<file path="src/rtl/counting_semaphore_table_assert.svh">
// Assertion macros used by the semaphore table top level.
// No dependencies; include by bare file name inside a module body.
`ifndef COUNTING_SEMAPHORE_TABLE_ASSERT_SVH
`define COUNTING_SEMAPHORE_TABLE_ASSERT_SVH

// Same-cycle implication, disabled during reset.
`define CST_ASSERT_IMPL(label, clk, rst_n, ante, cons, msg) \
    label: assert property (@(posedge clk) disable iff (!rst_n) (ante) |-> (cons)) \
        else $error(msg);

// Next-cycle implication, disabled during reset.
`define CST_ASSERT_NEXT(label, clk, rst_n, ante, cons, msg) \
    label: assert property (@(posedge clk) disable iff (!rst_n) (ante) |=> (cons)) \
        else $error(msg);

`endif

</file>
<file path="src/rtl/cst_pkg.sv">
// Types and codes for the counting semaphore table.
// No dependencies; used by the front end, back end and top level.
package cst_pkg;

    typedef enum logic [1:0] {
        ACT_INIT    = 2'd0,
        ACT_DESTROY = 2'd1,
        ACT_POST    = 2'd2,
        ACT_WAIT    = 2'd3
    } action_t;

    typedef enum logic [1:0] {
        ST_OK       = 2'd0,
        ST_BAD_ID   = 2'd1,
        ST_NOT_INIT = 2'd2,
        ST_FULL     = 2'd3
    } status_t;

    // Classified request handed from the front end to the back end.
    typedef struct packed {
        action_t     action;
        logic        bad_id;
        logic [7:0]  slot;
        logic [31:0] init_value;
        logic [15:0] pid;
    } cmd_t;

    typedef struct packed {
        status_t     status;
        logic        must_block;
        logic        woken_valid;
        logic [15:0] woken_pid;
    } res_t;

endpackage

</file>
<file path="src/rtl/cst_ram.sv">
// Generic single-write, single-read RAM with registered read data.
// No dependencies.
module cst_ram #(
    parameter int WIDTH = 8,
    parameter int DEPTH = 16
) (
    input  logic                                  clk,
    input  logic                                  we,
    input  logic [(DEPTH > 1 ? $clog2(DEPTH) : 1)-1:0] waddr,
    input  logic [WIDTH-1:0]                      wdata,
    input  logic                                  re,
    input  logic [(DEPTH > 1 ? $clog2(DEPTH) : 1)-1:0] raddr,
    output logic [WIDTH-1:0]                      rdata
);

    logic [WIDTH-1:0] mem [DEPTH];

    always_ff @(posedge clk)
    begin
        if (we)
        begin
            mem[waddr] <= wdata;
        end
        if (re)
        begin
            rdata <= mem[raddr];
        end
    end

endmodule

</file>
<file path="src/rtl/cst_front.sv">
// Front end: checks the semaphore id, masks the pid and holds requests in a
// two-entry queue for the back end. Depends on cst_pkg.
module cst_front #(
    parameter int NUM_SEMS = 16,
    parameter int PID_BITS = 16
) (
    input  logic          clk,
    input  logic          rst_n,
    input  logic          in_valid,
    output logic          in_ready,
    input  logic [1:0]    action,
    input  logic [7:0]    sem_id,
    input  logic [31:0]   init_value,
    input  logic [15:0]   caller_pid,
    output logic          cmd_valid,
    output cst_pkg::cmd_t cmd,
    input  logic          cmd_pop
);
    import cst_pkg::*;

    localparam int STORE_W = (PID_BITS < 16) ? PID_BITS : 16;

    cmd_t       entry0_reg, entry0_next;
    cmd_t       entry1_reg, entry1_next;
    logic [1:0] count_reg, count_next;
    cmd_t       new_cmd;
    logic       push;

    always_comb
    begin
        new_cmd.action     = action_t'(action);
        new_cmd.bad_id     = (sem_id == 8'd0) || (sem_id > 8'(NUM_SEMS));
        new_cmd.slot       = sem_id - 8'd1;
        new_cmd.init_value = init_value;
        new_cmd.pid        = 16'(caller_pid[STORE_W-1:0]);
    end

    assign in_ready  = (count_reg != 2'd2);
    assign push      = in_valid && in_ready;
    assign cmd_valid = (count_reg != 2'd0);
    assign cmd       = entry0_reg;

    always_comb
    begin
        entry0_next = entry0_reg;
        entry1_next = entry1_reg;
        count_next  = count_reg + 2'(push) - 2'(cmd_pop);
        if (cmd_pop)
        begin
            // shift the older entry forward, or take the new request directly
            if (count_reg == 2'd2)
            begin
                entry0_next = entry1_reg;
            end
            else if (push)
            begin
                entry0_next = new_cmd;
            end
            if (push && count_reg == 2'd2)
            begin
                entry1_next = new_cmd;
            end
        end
        else if (push)
        begin
            if (count_reg == 2'd0)
            begin
                entry0_next = new_cmd;
            end
            else
            begin
                entry1_next = new_cmd;
            end
        end
    end

    always_ff @(posedge clk or negedge rst_n)
    begin
        if (!rst_n)
        begin
            count_reg <= 2'd0;
        end
        else
        begin
            count_reg <= count_next;
        end
    end

    always_ff @(posedge clk)
    begin
        entry0_reg <= entry0_next;
        entry1_reg <= entry1_next;
    end

endmodule

</file>
<file path="src/rtl/cst_back.sv">
// Back end: read-modify-write sequencer over the semaphore entry memory and
// the waiter memory. Depends on cst_pkg and cst_ram.
module cst_back #(
    parameter int NUM_SEMS    = 16,
    parameter int MAX_WAITERS = 16,
    parameter int PID_BITS    = 16
) (
    input  logic          clk,
    input  logic          rst_n,
    input  logic          cmd_valid,
    input  cst_pkg::cmd_t cmd,
    output logic          cmd_pop,
    input  logic          out_free,
    output logic          res_valid,
    output cst_pkg::res_t res
);
    import cst_pkg::*;

    localparam int STORE_W = (PID_BITS < 16) ? PID_BITS : 16;
    localparam int SW      = (NUM_SEMS > 1) ? $clog2(NUM_SEMS) : 1;
    localparam int QW      = (MAX_WAITERS > 1) ? $clog2(MAX_WAITERS) : 1;
    localparam int FW      = $clog2(MAX_WAITERS + 1);
    localparam int WDEPTH  = NUM_SEMS * MAX_WAITERS;
    localparam int WA      = (WDEPTH > 1) ? $clog2(WDEPTH) : 1;
    localparam int MW      = 32 + 2 * QW + FW;

    typedef enum logic [2:0] {
        S_IDLE = 3'b001,
        S_EXEC = 3'b010,
        S_WAKE = 3'b100
    } state_t;

    state_t              state_reg, state_next;
    cmd_t                cmd_reg;
    logic [NUM_SEMS-1:0] in_use_reg, in_use_next;

    logic               meta_we;
    logic [MW-1:0]      meta_wdata;
    logic [MW-1:0]      meta_rdata;
    logic [SW-1:0]      slot;
    logic [31:0]        cnt;
    logic [QW-1:0]      head;
    logic [QW-1:0]      tail;
    logic [FW-1:0]      fill;
    logic [QW-1:0]      head_inc;
    logic [QW-1:0]      tail_inc;
    logic [WA-1:0]      waiter_base;
    logic               waiter_we;
    logic               waiter_re;
    logic [WA-1:0]      waiter_waddr;
    logic [WA-1:0]      waiter_raddr;
    logic [STORE_W-1:0] waiter_rdata;

    assign slot        = cmd_reg.slot[SW-1:0];
    assign cnt         = meta_rdata[MW-1 -: 32];
    assign head        = meta_rdata[FW + 2*QW - 1 -: QW];
    assign tail        = meta_rdata[FW + QW - 1 -: QW];
    assign fill        = meta_rdata[FW-1:0];
    assign head_inc    = (head == QW'(MAX_WAITERS - 1)) ? '0 : head + QW'(1);
    assign tail_inc    = (tail == QW'(MAX_WAITERS - 1)) ? '0 : tail + QW'(1);
    assign waiter_base = WA'(slot) * WA'(MAX_WAITERS);
    assign waiter_waddr = waiter_base + WA'(tail);
    assign waiter_raddr = waiter_base + WA'(head);

    // one entry per semaphore: count, head, tail, fill
    cst_ram #(
        .WIDTH (MW),
        .DEPTH (NUM_SEMS)
    ) u_meta_ram (
        .clk   (clk),
        .we    (meta_we),
        .waddr (slot),
        .wdata (meta_wdata),
        .re    (state_reg == S_IDLE),
        .raddr (cmd.slot[SW-1:0]),
        .rdata (meta_rdata)
    );

    cst_ram #(
        .WIDTH (STORE_W),
        .DEPTH (WDEPTH)
    ) u_waiter_ram (
        .clk   (clk),
        .we    (waiter_we),
        .waddr (waiter_waddr),
        .wdata (cmd_reg.pid[STORE_W-1:0]),
        .re    (waiter_re),
        .raddr (waiter_raddr),
        .rdata (waiter_rdata)
    );

    assign cmd_pop = (state_reg == S_IDLE) && cmd_valid;

    always_comb
    begin
        state_next  = state_reg;
        in_use_next = in_use_reg;
        meta_we     = 1'b0;
        meta_wdata  = meta_rdata;
        waiter_we   = 1'b0;
        waiter_re   = 1'b0;
        res_valid   = 1'b0;
        res         = '0;
        res.status  = ST_OK;
        case (state_reg)
            S_IDLE:
            begin
                if (cmd_valid)
                begin
                    state_next = S_EXEC;
                end
            end
            S_EXEC:
            begin
                if (out_free)
                begin
                    state_next = S_IDLE;
                    res_valid  = 1'b1;
                    if (cmd_reg.bad_id)
                    begin
                        res.status = ST_BAD_ID;
                    end
                    else if (cmd_reg.action == ACT_INIT)
                    begin
                        if (!in_use_reg[slot])
                        begin
                            in_use_next[slot] = 1'b1;
                            meta_we    = 1'b1;
                            meta_wdata = {cmd_reg.init_value, {(2*QW + FW){1'b0}}};
                        end
                    end
                    else if (!in_use_reg[slot])
                    begin
                        res.status = ST_NOT_INIT;
                    end
                    else
                    begin
                        case (cmd_reg.action)
                            ACT_DESTROY:
                            begin
                                // init rewrites the whole entry, so only drop the slot
                                in_use_next[slot] = 1'b0;
                            end
                            ACT_POST:
                            begin
                                if (fill != '0)
                                begin
                                    // hand the unit to the oldest waiter
                                    meta_we    = 1'b1;
                                    meta_wdata = {cnt, head_inc, tail, fill - FW'(1)};
                                    waiter_re  = 1'b1;
                                    res_valid  = 1'b0;
                                    state_next = S_WAKE;
                                end
                                else if (cnt != 32'hFFFF_FFFF)
                                begin
                                    meta_we    = 1'b1;
                                    meta_wdata = {cnt + 32'd1, head, tail, fill};
                                end
                            end
                            ACT_WAIT:
                            begin
                                if (cnt != 32'd0)
                                begin
                                    meta_we    = 1'b1;
                                    meta_wdata = {cnt - 32'd1, head, tail, fill};
                                end
                                else if (fill == FW'(MAX_WAITERS))
                                begin
                                    res.status = ST_FULL;
                                end
                                else
                                begin
                                    meta_we        = 1'b1;
                                    meta_wdata     = {cnt, head, tail_inc, fill + FW'(1)};
                                    waiter_we      = 1'b1;
                                    res.must_block = 1'b1;
                                end
                            end
                            default:
                            begin
                                res.status = ST_OK;
                            end
                        endcase
                    end
                end
            end
            S_WAKE:
            begin
                if (out_free)
                begin
                    state_next      = S_IDLE;
                    res_valid       = 1'b1;
                    res.woken_valid = 1'b1;
                    res.woken_pid   = 16'(waiter_rdata);
                end
            end
            default:
            begin
                state_next = S_IDLE;
            end
        endcase
    end

    always_ff @(posedge clk or negedge rst_n)
    begin
        if (!rst_n)
        begin
            state_reg  <= S_IDLE;
            in_use_reg <= '0;
        end
        else
        begin
            state_reg  <= state_next;
            in_use_reg <= in_use_next;
        end
    end

    always_ff @(posedge clk)
    begin
        if (cmd_pop)
        begin
            cmd_reg <= cmd;
        end
    end

endmodule

</file>
<file path="src/rtl/counting_semaphore_table.sv">
// Counting semaphore table with a FIFO of blocked pids per semaphore.
//
// Input channel (in_valid/in_ready): one request per item: action, sem_id,
// init_value, caller_pid. Output channel (out_valid/out_ready): exactly one
// result per request, in request order: status, must_block, woken_valid,
// woken_pid.
// A two-entry request queue decouples the id check from the execution
// sequencer. The sequencer reads the semaphore entry memory in its idle
// state and updates it in its exec state; a post that releases a waiter adds
// a wake state for the waiter memory read. It takes a new request only once
// it is back in idle.
// Requests keep being accepted while a result waits in the output register;
// if the receiver holds out_ready low, the sequencer stalls on its finished
// result and the queue fills, then in_ready drops.
// Reset (rst_n, asynchronous, active low) empties the queue and output
// register and frees every slot; no memory clearing pass is needed, so the
// block is ready as soon as reset is released.
// Depends on cst_pkg, cst_front, cst_back, cst_ram and the assertion header.
module counting_semaphore_table #(
    parameter int NUM_SEMS    = 16,
    parameter int MAX_WAITERS = 16,
    parameter int PID_BITS    = 16
) (
    input  logic        clk,
    input  logic        rst_n,
    input  logic        in_valid,
    output logic        in_ready,
    input  logic [1:0]  action,
    input  logic [7:0]  sem_id,
    input  logic [31:0] init_value,
    input  logic [15:0] caller_pid,
    output logic        out_valid,
    input  logic        out_ready,
    output logic [1:0]  status,
    output logic        must_block,
    output logic        woken_valid,
    output logic [15:0] woken_pid
);
    import cst_pkg::*;

    `include "counting_semaphore_table_assert.svh"

    logic cmd_valid;
    cmd_t cmd;
    logic cmd_pop;
    logic out_free;
    logic res_valid;
    res_t res;
    logic out_valid_reg;
    res_t res_reg;

    cst_front #(
        .NUM_SEMS (NUM_SEMS),
        .PID_BITS (PID_BITS)
    ) u_front (
        .clk        (clk),
        .rst_n      (rst_n),
        .in_valid   (in_valid),
        .in_ready   (in_ready),
        .action     (action),
        .sem_id     (sem_id),
        .init_value (init_value),
        .caller_pid (caller_pid),
        .cmd_valid  (cmd_valid),
        .cmd        (cmd),
        .cmd_pop    (cmd_pop)
    );

    cst_back #(
        .NUM_SEMS    (NUM_SEMS),
        .MAX_WAITERS (MAX_WAITERS),
        .PID_BITS    (PID_BITS)
    ) u_back (
        .clk       (clk),
        .rst_n     (rst_n),
        .cmd_valid (cmd_valid),
        .cmd       (cmd),
        .cmd_pop   (cmd_pop),
        .out_free  (out_free),
        .res_valid (res_valid),
        .res       (res)
    );

    assign out_free = !out_valid_reg || out_ready;

    always_ff @(posedge clk or negedge rst_n)
    begin
        if (!rst_n)
        begin
            out_valid_reg <= 1'b0;
        end
        else if (out_free)
        begin
            out_valid_reg <= res_valid;
        end
    end

    always_ff @(posedge clk)
    begin
        if (res_valid)
        begin
            res_reg <= res;
        end
    end

    assign out_valid   = out_valid_reg;
    assign status      = res_reg.status;
    assign must_block  = res_reg.must_block;
    assign woken_valid = res_reg.woken_valid;
    assign woken_pid   = res_reg.woken_pid;

    `CST_ASSERT_IMPL(a_no_overwrite, clk, rst_n, res_valid, out_free,
        "result overwrote a pending result")
    `CST_ASSERT_IMPL(a_block_xor_wake, clk, rst_n, out_valid, !(must_block && woken_valid),
        "must_block and woken_valid together")
    `CST_ASSERT_IMPL(a_error_clean, clk, rst_n, out_valid && status != ST_OK,
        !must_block && !woken_valid, "error result carries a side effect")
    `CST_ASSERT_IMPL(a_pid_zero, clk, rst_n, out_valid && !woken_valid, woken_pid == 16'd0,
        "woken_pid nonzero without a wake")

endmodule

</file>
<file path="config.mk">
export PLATFORM = sky130hd
export DESIGN_NAME = counting_semaphore_table
export DESIGN_NICKNAME = d
export VERILOG_FILES = /design/src/rtl/cst_pkg.sv /design/src/rtl/cst_ram.sv /design/src/rtl/cst_front.sv /design/src/rtl/cst_back.sv /design/src/rtl/counting_semaphore_table.sv
export VERILOG_INCLUDE_DIRS = /design/src /design/src/rtl
export SDC_FILE = /design/constraint.sdc
export NUM_CORES = 2
export LEC_CHECK = 0
export BUFFER_PORTS_ARGS = -buffer_cell sky130_fd_sc_hd__buf_2
export CAP_MARGIN = 40
export CELL_PAD_IN_SITES_DETAIL_PLACEMENT = 0
export CELL_PAD_IN_SITES_GLOBAL_PLACEMENT = 1
export CORE_MARGIN = 8
export CORE_UTILIZATION = 61
export DETAILED_ROUTE_END_ITERATION = 6
export HOLD_SLACK_MARGIN = 0.08
export PLACE_DENSITY_LB_ADDON = 0.05
export SYNTH_ARGS = -nofsm -noshare
export SYNTH_HDL_FRONTEND = slang
export SYNTH_MEMORY_MAX_BITS = 65536
export SYNTH_SLANG_ARGS = --single-unit
</file>
<file path="constraint.sdc">
create_clock -name clk -period 13 [get_ports clk]
set_input_delay 2.6 -clock clk [delete_from_list [all_inputs] [get_ports clk]]
set_output_delay 2.6 -clock clk [all_outputs]
set_load 0.01 [all_outputs]
</file>
==> results.ini <==
[clocking]
path_clk_slew_ns=0.06
cts_buffer_depth=4
cts_hold_buffers=0
numCtsBuffers=523
cts_tree=built
cts_max_level=6
cts-root-buf=clkbuf_16
cts_resized=0
post-cts-setup-buffers=0
clock_latency_ns=1.03
clock_sinks=5084

[timing]
finalSetupTns_ns=0
layout_setup_ws_ns=7.05
tightest_slew_ns=1.41
post-route-period-util_pct=45.8
grt_setup_unrepaired=no
max_freq_mhz=168
fin_crit_ns=5.95
setup_viol=0
skew_ns=0.0435
max_slew_margin_pct=6.02
finalMaxSlewViolations=0
finalHoldViolCount=0

[critical_path]
worst_setup_path_start_kind=flop
cp_max_fo=84
crit_required_ns=13.71
criticalPathCategory=reg2reg
crit_path_end_kind=flop
worstSetupStartpoint=u_back.u_meta_ram.rdata[9]$_DFFE_PN_
arrival_ns=6.65
ff2ff_setup_slack_ns=7.05
crit-reg2reg-launch=u_back.u_meta_ram.rdata[9]$_DFFE_PN_

[yosys]
netlist_area_um2=197000
synth_seq_cells=5084
synthCells=8680
ys_async_sr_fraction_pct=0.433
yosys.area_share.xor_xnor_pct=0.0312
synth_top_family_by_area=multiplexers
ys_types=89
synthFlopType=edfxtp_1
syn-num-nets=8755
synth_compound_area_share_pct=1.96
synth_simple_gate_area_share_pct=2.27
avgSynthCellArea_um2=22.7
ys.warnings.count=0
yosysSeqAreaShare_pct=77.6
synthMuxAreaShare_pct=16.9
synth_edf_count=5062
synthAdderAreaFrac_pct=0.0827

[placement]
gp_congestion=0.977
io_buffers=83
place_hpwl_mm=340
pre_cts_ws_ns=6.20

[die]
rows=208
initial_core_util_pct=61.3
die_h_um=584
ios=84
core_um2=321000
die_w_um=584
dieArea_um2=341000

[power_and_ir_drop]
leakagePower_nw=70.1
pwr-share-seq_pct=40.7
p_int_mw=34.6
power_switching_mw=17.4
p_comb_share_pct=31.8
power_density_nw_per_um2=233
ir_drop_v=0.000265
swShare_pct=33.5
pwr-share-clk_pct=27.5

[run_status]
status=finished, violations left
violations=DRC

[finish]
fin_nets=9422
drive_above_1_share_pct=30.5
top_regs=u_back.u_waiter_ram.mem: 4096 flops, u_back.u_meta_ram.mem: 720 flops
largest_register=u_back.u_waiter_ram.mem
final_common_cell=edfxtp_1
largest_register_ffs=4096
areaGrowthSynthToFinish_pct=13.4
final_cell_mix=edfxtp_1, mux4_2, clkbuf_16, buf_4, mux2i_1

[drt]
route.vias.total=97900
routed_wl_mm=546
ant_nets=0
drtIter0Drc=14400
drt_pre_antenna_iters=7
route.detailed.drc=3
vias_per_cell=6.96
wl_per_cell_um=38.8

[global_routing]
grt_pass1_wl_mm=757
grt_usage_pct=31.8
grt_pass1_vias=96400
antenna_found_initial=29
grt_max_degree=173
gr-total-overflow=0

[min_path]
hold_start=u_front.cmd[13]$_DFFE_PP_
hp-class=reg2reg

[run]
maxCapViolCount=0

-- cell type report --
type                    count  area, um^2
flip-flops and latches   5084      153000
fillers                 19300       97900
multi-input cells        3073       42300
clock buffers             651       14100
repair buffers            644        6410
well taps                4305        5390
clock inverters           264        2210
inverters                  21        78.8
diodes                     15        37.5
-- cells in the mapped netlist (all sizes together), types with 72 or more instances --
cell type | instances | area, um^2
mux4 | 1336 | 30100
a22oi | 72 | 541
edfxtp | 5062 | 152000
nor2 | 371 | 1640
buf | 236 | 1210
nand3 | 80 | 551
clkbuf | 266 | 998
mux2i | 252 | 2520
a21oi | 77 | 385
o21ai | 88 | 440
nand2 | 161 | 604
o22ai | 93 | 582
-- final timing paths --
path | endpoint | cells after the start
setup / recovery | u_back.u_waiter_ram.rdata[0]$_DFFE_PP_ | 9
hold / removal | u_back.cmd_reg[13]$_DFFE_PP_ | 0
setup reg to reg | u_back.u_waiter_ram.rdata[0]$_DFFE_PP_ | 9
hold reg to reg | u_back.cmd_reg[13]$_DFFE_PP_ | 0
max in group asynchronous | asynchronous set/reset pin | 1
min in group asynchronous | u_front.count_reg[1]$_DFF_PN0_ | 1
-- per-stage QoR --
step / instances / instance area [um^2] / hold WS [ns] / util (%) / power (mW)
finish: 14100 / 223000 / 0.416 / 69.5 / 52.0
detailed placement: 13100 / 206000 / 0.405 / 64.3 / 37.8
global placement: 12900 / 204000 / 0.403 / 63.4 / 37.2
floorplan: 8680 / 197000 / 0.400 / - / 30.7
global route: 14000 / 223000 / 0.421 / 69.5 / 53.2
CTS: 14000 / 223000 / 0.418 / 69.4 / 52.0
-- cell families (layout without fill, tap and decap cells) --
group                    count (synthesis)  count (layout)
flip-flops                            5084            5084
multiplexers                          1649            1649
AND/OR/NAND/NOR                        846             846
AO/OA/AOI/OAI                          558             558
buffers and inverters                  523            1580
adder cells (fa/ha/maj)                 13              13
XOR/XNOR                                 7               7
other                                    0              15
-- metal layers --
layer	share of wire (%)	track usage, %	wire length, um	vias to the layer above
met5	0.014	0	74	-
met4	5.1	13.4	27900	10
met3	11	8.46	62600	1094
met2	46	48.2	252000	6116
met1	37	44.7	203000	52200
li1	-	-	-	38400
-- critical path, stage by stage, from the launching register on --
cell       delay (ns)
edfxtp_1         0.40
buf_12           0.50
buf_12           0.58
buf_4            0.75
mux4_2           0.62
a22o_1           0.24
a221oi_2         0.83
o221ai_1         0.20
a2111oi_0        0.93
o21ai_0          0.29
-- power groups by stage --
stage          logic (mW)  registers [mW]  clock network, mW
2_1_floorplan        8.17            22.6                  0
3_3_place_gp         15.7            21.5                  0
6_report             16.5            21.2               14.3
3_5_place_dp         16.4            21.5                  0
4_1_cts              16.4            21.1               14.5
5_1_grt              16.9            21.2               15.1
(Power assumes the default switching activity.)
